### config.mk
export PLATFORM = sky130hd
export DESIGN_NAME = energy_vad_segmenter_flat
export DESIGN_NICKNAME = d
export VERILOG_FILES = /design/src/hdl/evs_pkg.sv /design/src/hdl/evs_if.sv /design/src/hdl/evs_core.sv /design/src/hdl/energy_vad_segmenter.sv /design/src/flat_wrapper.sv
export SDC_FILE = /design/constraint.sdc
export NUM_CORES = 1
export LEC_CHECK = 0
export BUFFER_PORTS_ARGS = -buffer_cell sky130_fd_sc_hd__buf_2
export CAP_MARGIN = 20
export CORE_MARGIN = 3
export CORE_UTILIZATION = 45
export DETAILED_ROUTE_END_ITERATION = 16
export RECOVER_POWER = 100
export SYNTH_ARGS = -nofsm -noshare
export SYNTH_HDL_FRONTEND = slang
export SYNTH_HIERARCHICAL = 1
export SYNTH_SLANG_ARGS = --single-unit
### constraint.sdc
create_clock -name clk -period 16.4 [get_ports clk]
set_clock_uncertainty 0.05 [all_clocks]
set_input_delay 0.82 -clock clk [delete_from_list [all_inputs] [get_ports clk]]
set_output_delay 0.82 -clock clk [all_outputs]
set_load 0.005 [all_outputs]
### src/hdl/evs_pkg.sv
// ----------------------------------------------------------------------------
// evs_pkg
// Shared widths, reset values, codes and bundles of the energy VAD segmenter.
// ----------------------------------------------------------------------------
package evs_pkg;

    localparam int SAMPLE_W  = 16;
    localparam int MAG_W     = 16;
    localparam int THR_W     = 16;
    localparam int MS_W      = 20;
    localparam int TIME_W    = 32;
    localparam int CFG_IDX_W = 2;

    localparam int MAX_CHUNK_DEF = 4096;

    localparam logic [THR_W-1:0] THRESHOLD_RST    = THR_W'(328);
    localparam logic [MS_W-1:0]  MIN_SPEECH_RST   = MS_W'(5000);
    localparam logic [MS_W-1:0]  MAX_SPEECH_RST   = MS_W'(5000);
    localparam logic [MS_W-1:0]  SILENCE_HOLD_RST = MS_W'(1000);

    localparam logic ACT_SAMPLE = 1'b0;
    localparam logic ACT_FINISH = 1'b1;

    typedef enum logic [1:0] {
        REASON_NONE    = 2'd0,
        REASON_MAX     = 2'd1,
        REASON_SILENCE = 2'd2,
        REASON_FINISH  = 2'd3
    } stop_reason_t;

    typedef enum logic [CFG_IDX_W-1:0] {
        CFG_THRESHOLD    = 2'd0,
        CFG_MIN_SPEECH   = 2'd1,
        CFG_MAX_SPEECH   = 2'd2,
        CFG_SILENCE_HOLD = 2'd3
    } cfg_index_t;

    typedef struct packed {
        logic [THR_W-1:0] amplitude_threshold;
        logic [MS_W-1:0]  min_speech_ms;
        logic [MS_W-1:0]  max_speech_ms;
        logic [MS_W-1:0]  silence_hold_ms;
    } cfg_t;

    typedef struct packed {
        logic                       action;
        logic signed [SAMPLE_W-1:0] sample;
        logic                       chunk_last;
        logic [TIME_W-1:0]          now_ms;
    } item_t;

    typedef struct packed {
        logic         segment_done;
        stop_reason_t stop_reason;
        logic         recording;
        logic         has_sound;
    } result_t;

endpackage

### src/hdl/evs_if.sv
// ----------------------------------------------------------------------------
// evs_if
// Valid/ready channels of the segmenter: sample input, result output, config.
// ----------------------------------------------------------------------------
interface evs_in_if
    import evs_pkg::*;
();
    logic                       valid;
    logic                       ready;
    logic                       action;
    logic signed [SAMPLE_W-1:0] sample;
    logic                       chunk_last;
    logic [TIME_W-1:0]          now_ms;

    modport source (output valid, action, sample, chunk_last, now_ms, input ready);
    modport sink   (input valid, action, sample, chunk_last, now_ms, output ready);
endinterface

interface evs_out_if;
    logic       valid;
    logic       ready;
    logic       segment_done;
    logic [1:0] stop_reason;
    logic       recording;
    logic       has_sound;

    modport source (output valid, segment_done, stop_reason, recording, has_sound,
                    input ready);
    modport sink   (input valid, segment_done, stop_reason, recording, has_sound,
                    output ready);
endinterface

interface evs_cfg_if
    import evs_pkg::*;
();
    logic                 valid;
    logic                 ready;
    logic [CFG_IDX_W-1:0] index;
    logic [MS_W-1:0]      data;

    modport source (output valid, index, data, input ready);
    modport sink   (input valid, index, data, output ready);
endinterface

### src/hdl/evs_core.sv
// ----------------------------------------------------------------------------
// evs_core
// Chunk accumulator and segment state: decides sound and stop for one item.
// ----------------------------------------------------------------------------
module evs_core
    import evs_pkg::*;
#(
    parameter int MAX_CHUNK = MAX_CHUNK_DEF
) (
    input  logic    clk,
    input  logic    rst_n,
    input  cfg_t    cfg,
    input  item_t   item,
    input  logic    commit,
    output logic    has_result,
    output result_t result
);

    localparam int CNT_W  = $clog2(MAX_CHUNK + 1);
    localparam int SUM_W  = CNT_W + 15;
    localparam int PROD_W = THR_W + CNT_W;

    logic [SUM_W-1:0]  sum_reg, sum_next;
    logic [CNT_W-1:0]  count_reg, count_next;
    logic              open_reg, open_next;
    logic [TIME_W-1:0] start_reg, start_next;
    logic [TIME_W-1:0] last_reg, last_next;

    logic [MAG_W-1:0]  mag;
    logic              take;
    logic [SUM_W-1:0]  sum_acc;
    logic [CNT_W-1:0]  count_acc;
    logic [PROD_W-1:0] prod;
    logic              sound;
    logic [TIME_W-1:0] speech_open;
    logic [TIME_W-1:0] quiet_old;
    logic              max_open, min_open, sil_old;
    logic              max_zero, min_zero, hold_zero;
    logic              stop_max, stop_sil;
    logic              open_eff;
    stop_reason_t      reason;

    always_comb
    begin
        mag       = item.sample[SAMPLE_W-1] ? MAG_W'(~item.sample + 1'b1) : MAG_W'(item.sample);
        take      = count_reg < CNT_W'(MAX_CHUNK);
        sum_acc   = take ? sum_reg + SUM_W'(mag) : sum_reg;
        count_acc = take ? count_reg + 1'b1 : count_reg;
        prod      = PROD_W'(cfg.amplitude_threshold) * PROD_W'(count_acc);
        sound     = PROD_W'(sum_acc) > prod;

        // durations for both outcomes, picked once sound is known
        speech_open = item.now_ms - start_reg;
        quiet_old   = item.now_ms - last_reg;
        max_open    = speech_open >= TIME_W'(cfg.max_speech_ms);
        min_open    = speech_open >= TIME_W'(cfg.min_speech_ms);
        sil_old     = quiet_old >= TIME_W'(cfg.silence_hold_ms);
        max_zero    = cfg.max_speech_ms == '0;
        min_zero    = cfg.min_speech_ms == '0;
        hold_zero   = cfg.silence_hold_ms == '0;

        open_eff = open_reg || sound;
        priority if (sound && !open_reg)
        begin
            stop_max = max_zero;
            stop_sil = hold_zero && min_zero;
        end
        else if (sound)
        begin
            stop_max = max_open;
            stop_sil = hold_zero && min_open;
        end
        else if (open_reg)
        begin
            stop_max = max_open;
            stop_sil = sil_old && min_open;
        end
        else
        begin
            stop_max = 1'b0;
            stop_sil = 1'b0;
        end

        priority if (stop_max)
            reason = REASON_MAX;
        else if (stop_sil)
            reason = REASON_SILENCE;
        else
            reason = REASON_NONE;

        has_result = (item.action == ACT_FINISH) || item.chunk_last;

        sum_next   = sum_reg;
        count_next = count_reg;
        open_next  = open_reg;
        start_next = start_reg;
        last_next  = last_reg;

        if (item.action == ACT_FINISH)
        begin
            result.segment_done = open_reg;
            result.stop_reason  = open_reg ? REASON_FINISH : REASON_NONE;
            result.recording    = 1'b0;
            result.has_sound    = 1'b0;
            open_next  = 1'b0;
            start_next = '0;
        end
        else
        begin
            result.segment_done = reason != REASON_NONE;
            result.stop_reason  = reason;
            result.recording    = open_eff && (reason == REASON_NONE);
            result.has_sound    = sound;
            if (item.chunk_last)
            begin
                sum_next   = '0;
                count_next = '0;
                if (sound)
                    last_next = item.now_ms;
                if (reason != REASON_NONE)
                begin
                    open_next  = 1'b0;
                    start_next = '0;
                end
                else if (sound && !open_reg)
                begin
                    open_next  = 1'b1;
                    start_next = item.now_ms;
                end
            end
            else
            begin
                sum_next   = sum_acc;
                count_next = count_acc;
            end
        end
    end

    always_ff @(posedge clk or negedge rst_n)
    begin
        if (!rst_n)
        begin
            sum_reg   <= '0;
            count_reg <= '0;
            open_reg  <= 1'b0;
            start_reg <= '0;
            last_reg  <= '0;
        end
        else if (commit)
        begin
            sum_reg   <= sum_next;
            count_reg <= count_next;
            open_reg  <= open_next;
            start_reg <= start_next;
            last_reg  <= last_next;
        end
    end

endmodule

### src/hdl/energy_vad_segmenter.sv
// ----------------------------------------------------------------------------
// energy_vad_segmenter
// Energy-based voice activity detector that cuts a sample stream into segments.
// ----------------------------------------------------------------------------
// Takes one item per clock while results are taken: a sample or a finish
// action. Every item goes through an input register and, if it ends a chunk
// or is a finish, leaves as one result from the result register. The whole
// chunk decision (threshold times sample count, compare, duration checks) is
// done combinationally between those two registers, so the input side keeps
// taking one item per cycle for as long as results are taken. Mid-chunk
// samples produce no result. Configuration is taken at any time and is meant
// to be written only while no item is in flight.
module energy_vad_segmenter
    import evs_pkg::*;
#(
    parameter int MAX_CHUNK = MAX_CHUNK_DEF
) (
    input  logic      clk,
    input  logic      rst_n,
    evs_in_if.sink    samples,
    evs_out_if.source results,
    evs_cfg_if.sink   cfg
);

    cfg_t    cfg_reg;
    logic    s1_valid_reg;
    item_t   s1_item_reg;
    logic    out_valid_reg;
    result_t out_result_reg;

    logic    s1_has_result;
    result_t s1_result;
    logic    out_free;
    logic    s1_fire;
    logic    in_fire;

    evs_core #(
        .MAX_CHUNK (MAX_CHUNK)
    ) u_core (
        .clk        (clk),
        .rst_n      (rst_n),
        .cfg        (cfg_reg),
        .item       (s1_item_reg),
        .commit     (s1_fire),
        .has_result (s1_has_result),
        .result     (s1_result)
    );

    assign out_free      = !out_valid_reg || results.ready;
    assign s1_fire       = s1_valid_reg && (!s1_has_result || out_free);
    assign samples.ready = !s1_valid_reg || s1_fire;
    assign in_fire       = samples.valid && samples.ready;
    assign cfg.ready     = 1'b1;

    assign results.valid        = out_valid_reg;
    assign results.segment_done = out_result_reg.segment_done;
    assign results.stop_reason  = out_result_reg.stop_reason;
    assign results.recording    = out_result_reg.recording;
    assign results.has_sound    = out_result_reg.has_sound;

    always_ff @(posedge clk or negedge rst_n)
    begin
        if (!rst_n)
        begin
            cfg_reg.amplitude_threshold <= THRESHOLD_RST;
            cfg_reg.min_speech_ms       <= MIN_SPEECH_RST;
            cfg_reg.max_speech_ms       <= MAX_SPEECH_RST;
            cfg_reg.silence_hold_ms     <= SILENCE_HOLD_RST;
        end
        else if (cfg.valid)
        begin
            unique case (cfg_index_t'(cfg.index))
                CFG_THRESHOLD:    cfg_reg.amplitude_threshold <= cfg.data[THR_W-1:0];
                CFG_MIN_SPEECH:   cfg_reg.min_speech_ms       <= cfg.data;
                CFG_MAX_SPEECH:   cfg_reg.max_speech_ms       <= cfg.data;
                CFG_SILENCE_HOLD: cfg_reg.silence_hold_ms     <= cfg.data;
            endcase
        end
    end

    always_ff @(posedge clk or negedge rst_n)
    begin
        if (!rst_n)
        begin
            s1_valid_reg  <= 1'b0;
            out_valid_reg <= 1'b0;
        end
        else
        begin
            if (in_fire)
                s1_valid_reg <= 1'b1;
            else if (s1_fire)
                s1_valid_reg <= 1'b0;

            if (s1_fire && s1_has_result)
                out_valid_reg <= 1'b1;
            else if (results.ready)
                out_valid_reg <= 1'b0;
        end
    end

    always_ff @(posedge clk)
    begin
        if (in_fire)
        begin
            s1_item_reg.action     <= samples.action;
            s1_item_reg.sample     <= samples.sample;
            s1_item_reg.chunk_last <= samples.chunk_last;
            s1_item_reg.now_ms     <= samples.now_ms;
        end
        if (s1_fire && s1_has_result)
            out_result_reg <= s1_result;
    end

endmodule

### src/flat_wrapper.sv
// flat-port wrapper written by rule: the top's interface ports become plain ports
module energy_vad_segmenter_flat import evs_pkg::*;
#(
    parameter int MAX_CHUNK = MAX_CHUNK_DEF
)
  (clk, rst_n, samples_valid, samples_action, samples_sample, samples_chunk_last, samples_now_ms, samples_ready, results_valid, results_segment_done, results_stop_reason, results_recording, results_has_sound, results_ready, cfg_valid, cfg_index, cfg_data, cfg_ready);
  evs_in_if samples_i ();
  evs_out_if results_i ();
  evs_cfg_if cfg_i ();
  input  logic clk;
  input  logic rst_n;
  input wire logic [$bits(samples_i.valid)-1:0] samples_valid;
  input wire logic [$bits(samples_i.action)-1:0] samples_action;
  input wire logic [$bits(samples_i.sample)-1:0] samples_sample;
  input wire logic [$bits(samples_i.chunk_last)-1:0] samples_chunk_last;
  input wire logic [$bits(samples_i.now_ms)-1:0] samples_now_ms;
  output wire logic [$bits(samples_i.ready)-1:0] samples_ready;
  output wire logic [$bits(results_i.valid)-1:0] results_valid;
  output wire logic [$bits(results_i.segment_done)-1:0] results_segment_done;
  output wire logic [$bits(results_i.stop_reason)-1:0] results_stop_reason;
  output wire logic [$bits(results_i.recording)-1:0] results_recording;
  output wire logic [$bits(results_i.has_sound)-1:0] results_has_sound;
  input wire logic [$bits(results_i.ready)-1:0] results_ready;
  input wire logic [$bits(cfg_i.valid)-1:0] cfg_valid;
  input wire logic [$bits(cfg_i.index)-1:0] cfg_index;
  input wire logic [$bits(cfg_i.data)-1:0] cfg_data;
  output wire logic [$bits(cfg_i.ready)-1:0] cfg_ready;
  assign samples_i.valid = samples_valid;
  assign samples_i.action = samples_action;
  assign samples_i.sample = samples_sample;
  assign samples_i.chunk_last = samples_chunk_last;
  assign samples_i.now_ms = samples_now_ms;
  assign samples_ready = samples_i.ready;
  assign results_valid = results_i.valid;
  assign results_segment_done = results_i.segment_done;
  assign results_stop_reason = results_i.stop_reason;
  assign results_recording = results_i.recording;
  assign results_has_sound = results_i.has_sound;
  assign results_i.ready = results_ready;
  assign cfg_i.valid = cfg_valid;
  assign cfg_i.index = cfg_index;
  assign cfg_i.data = cfg_data;
  assign cfg_ready = cfg_i.ready;
  energy_vad_segmenter #(.MAX_CHUNK(MAX_CHUNK)) u_core (.clk(clk), .rst_n(rst_n), .samples(samples_i), .results(results_i), .cfg(cfg_i));
endmodule
==> flow_metrics.env <==
export IMPL_status="finished, violations left"
export IMPL_violations="max-capacitance violations, max-slew violations"
export IMPL_critPathRequiredTime_ns=16.84
export IMPL_hold_path_class="input port to flip-flop"
export IMPL_route_detailed_drc=0
export IMPL_setup_worst_path_start="u_core/u_core/count_reg[12]$_DFFE_PN0P_"
export IMPL_cts_sinks=239
export IMPL_cp_slowest_cell="xnor2_1"
export IMPL_rows=82
export IMPL_ant_nets=0
export IMPL_crit_top_cell="fa_1"
export IMPL_fin_setup_tns_ns=0
export IMPL_postCtsSetupBuffers=0
export IMPL_grt_max_degree=72
export IMPL_pwr_density_cell_nw_per_um2=153
export IMPL_grt_total_usage_pct=23.2
export IMPL_cts_hold_buffers=0
export IMPL_vias=18100
export IMPL_drv_cap=9
export IMPL_end_kind="flip-flop"
export IMPL_r2r_start="u_core/u_core/count_reg[12]$_DFFE_PN0P_"
export IMPL_maxSlewHeadroom_pct=-190
export IMPL_dieArea_um2=53900
export IMPL_wl_per_cell_um=19.5
export IMPL_synth_avg_cell_area_um2=9.40
export IMPL_gp_congestion=0.904
export IMPL_ys_warn_count=6
export IMPL_pwr_share_clk_pct=17.4
export IMPL_drv_slew=387
export IMPL_die_h_um=232
export IMPL_first_iter_violations=994
export IMPL_synth_main_ff_cell="dfrtp_1"
export IMPL_path_class="flip-flop to flip-flop"
export IMPL_ys_seq_area_share_pct=27.3
export IMPL_grt_pass1_vias=18600
export IMPL_htree_levels=1
export IMPL_r2r_slack_ns=4.26
export IMPL_fin_crit_sh_pct=74.0
export IMPL_syn_area_um2=23000
export IMPL_cts_max_path_buffers=3
export IMPL_arrival_ns=12.58
export IMPL_synth_nets=2926
export IMPL_routed_wl_um=62200
export IMPL_clk_latency_ns=0.59
export IMPL_viasPerCell=5.65
export IMPL_grt_pass1_wl_um=99800
export IMPL_synthCells=2450
export IMPL_core_um2=50400
export IMPL_p_int_uw=2090
export IMPL_largest_reg_flops=76
export IMPL_area_delta_synth_final_pct=8.67
export IMPL_hold_violations=0
export IMPL_p_sw_share_pct=45.4
export IMPL_synth_edff_count=55
export IMPL_port_buffers=83
export IMPL_overflow=0
export IMPL_startpoint_type="flip-flop"
export IMPL_hp_start="samples_now_ms[23]"
export IMPL_async_flop_share_pct=77.0
export IMPL_total_power_uw=3830
export IMPL_clk_pin_slew_worst_paths_ns=0.06
export IMPL_sequentialPowerShare_pct=23.9
export IMPL_root_buffer="clkbuf_16"
export IMPL_ir_drop_mv=0.116
export IMPL_dieWidth_um=232
export IMPL_drive_above_1_share_pct=11.7
export IMPL_period_needed_ns=12.14
export IMPL_ys_ff_latch=239
export IMPL_rsz0062_at_grt="false"
export IMPL_cts_buffers=30
export IMPL_critical_path_max_stage_delay_ns=1.57
export IMPL_antenna_found_initial=4
export IMPL_setup_viol=0
export IMPL_dpl_hpwl_um=48600
export IMPL_synth_distinct_cells=90
export IMPL_pwr_share_comb_pct=58.7
export IMPL_power_switching_uw=1740
export IMPL_dr_pass1_iters=8
export IMPL_cts_tree="yes"
export IMPL_start_util_pct=45.7
export IMPL_io_pin_count=85
export IMPL_power_leakage_uw=0.0117
export IMPL_fin_nets=2978
export IMPL_crit_fanout=44
export IMPL_cts_resized=0
export IMPL_clock_fmax_mhz=82.4
export IMPL_worst_slew_pin_transition_ns=4.35
==> critical path, delay by kind of cell (launching register included) <==
kind | cells | cell delay, ns
AO/OA/AOI/OAI | 11 | 2.29
XOR/XNOR | 2 | 1.79
adder cells (fa/ha/maj) | 7 | 3.28
buffers and inverters | 5 | 2.02
flip-flops | 1 | 0.37
AND/OR/NAND/NOR | 7 | 2.23
==> through the flow <==
stage / hold WS [ns] / instance area [µm²] / util, % / setup slack, ns / cells
6_report: 0.355 / 25000 / 49.7 / 4.26 / 3199
5_1_grt: 0.329 / 25000 / 49.7 / 3.27 / 3198
4_1_cts: 0.245 / 25100 / 49.8 / 6.67 / 3196
3_5_place_dp: 0.431 / 24100 / 47.8 / 6.70 / 3140
3_3_place_gp: 0.420 / 24100 / 47.8 / 6.66 / 3138
2_1_floorplan: 0.404 / 23000 / - / 7.91 / 2450
==> cells in the final DEF, fill, tap and decap left out, drive strengths merged, types with 15 or more instances in the layout <==
cell | netlist | layout
dfstp | 19 | 19
and2 | 86 | 86
nor4 | 27 | 27
buf | 19 | 85
and3 | 17 | 17
nand2b | 21 | 21
o31ai | 20 | 20
nor2b | 18 | 18
a22o | 54 | 54
edfxtp | 55 | 55
nor2 | 94 | 94
mux2 | 110 | 110
a211oi | 24 | 24
a21oi | 124 | 124
nor3 | 26 | 26
o211ai | 15 | 15
nand2 | 256 | 256
xnor2 | 77 | 77
fa | 157 | 157
clkbuf | 63 | 56
o21a | 19 | 19
o21ai | 98 | 98
a21o | 41 | 41
nand4 | 22 | 22
dfrtp | 165 | 165
inv | 356 | 358
a31oi | 15 | 15
ha | 242 | 242
nand3 | 49 | 49
xor2 | 40 | 40
==> routing by layer <==
layer | routed length, µm | vias up | GRT usage, %
met4 | 2090 | 4 | 7.18
met5 | 27 | - | 0
met1 | 26000 | 9029 | 28.7
li1 | - | 8510 | -
met3 | 2340 | 106 | 2.42
met2 | 31800 | 416 | 42.4
==> power by group through the flow <==
stage               clock network, µW  logic, µW  registers, µW
floorplan                           0       1680            845
global placement                    0       2190            920
detailed placement                  0       2230            921
CTS                               687       2250            914
global route                      711       2530            935
finish                            668       2250            915
==> logic make-up after synthesis <==
logic type	after synthesis	synth area share [%]
and+or+nand+nor	643	13.6
buffers and inverters	438	7.38
xor gates and xnor gates	117	4.45
adders and majority gates	399	26.8
other	1	0.0163
muxes	114	5.55
DFF	239	27.3
AOI/OAI and AO/OA	499	15.0
==> path summary, 6_finish.rpt <==
kind / end / depth (start not counted)
min in group asynchronous: u_core/u_core/sum_reg[7]$_DFFE_PN0P_ / 1
min reg2reg: u_core/u_core/last_reg[0]$_DFFE_PN0P_ / 2
min: u_core/s1_item_reg[23]$_DFFE_PP_ / 1
max reg2reg: u_core/u_core/start_reg[2]$_DFFE_PN0P_ / 32
max in group asynchronous: u_core/cfg_reg[10]$_DFFE_PN0P_ / 3
max: u_core/u_core/start_reg[2]$_DFFE_PN0P_ / 32
==> cell usage after synthesis (all sizes together) (7+ instances only) <==
cell | count | share of area, %
buf | 19 | 0.54
inv | 356 | 5.8
nor2 | 94 | 1.5
a22o | 54 | 2.1
mux2 | 110 | 5.4
a31oi | 15 | 0.41
a211oi | 24 | 0.85
nand2b | 21 | 0.57
o21bai | 12 | 0.39
nor4 | 27 | 0.79
o311ai | 8 | 0.34
o31ai | 20 | 0.71
and2 | 86 | 2.3
dfrtp | 165 | 18
a21o | 41 | 1.3
o21a | 19 | 0.62
nand3 | 49 | 1.1
xor2 | 40 | 1.5
a21oi | 124 | 2.7
a21boi | 7 | 0.23
nor2b | 18 | 0.49
dfstp | 19 | 2.2
or3 | 7 | 0.19
and3 | 17 | 0.46
ha | 242 | 13
fa | 157 | 14
nand4 | 22 | 0.60
edfxtp | 55 | 7.2
o211a | 7 | 0.30
nor3 | 26 | 0.57
o211ai | 15 | 0.51
clkbuf | 63 | 1.0
xnor2 | 77 | 2.9
nand2 | 256 | 4.2
o21ai | 98 | 2.1
==> final cells by class <==
cell class / count / area [µm²]
flip-flops and latches: 239 / 6280
repair buffers: 102 / 509
inverters: 356 / 1340
diodes: 1 / 2.50
clock inverters: 17 / 184
well taps: 672 / 841
fillers: 4777 / 25400
clock buffers: 39 / 815
multi-input cells: 1773 / 15100
(Power assumes the default switching activity.)
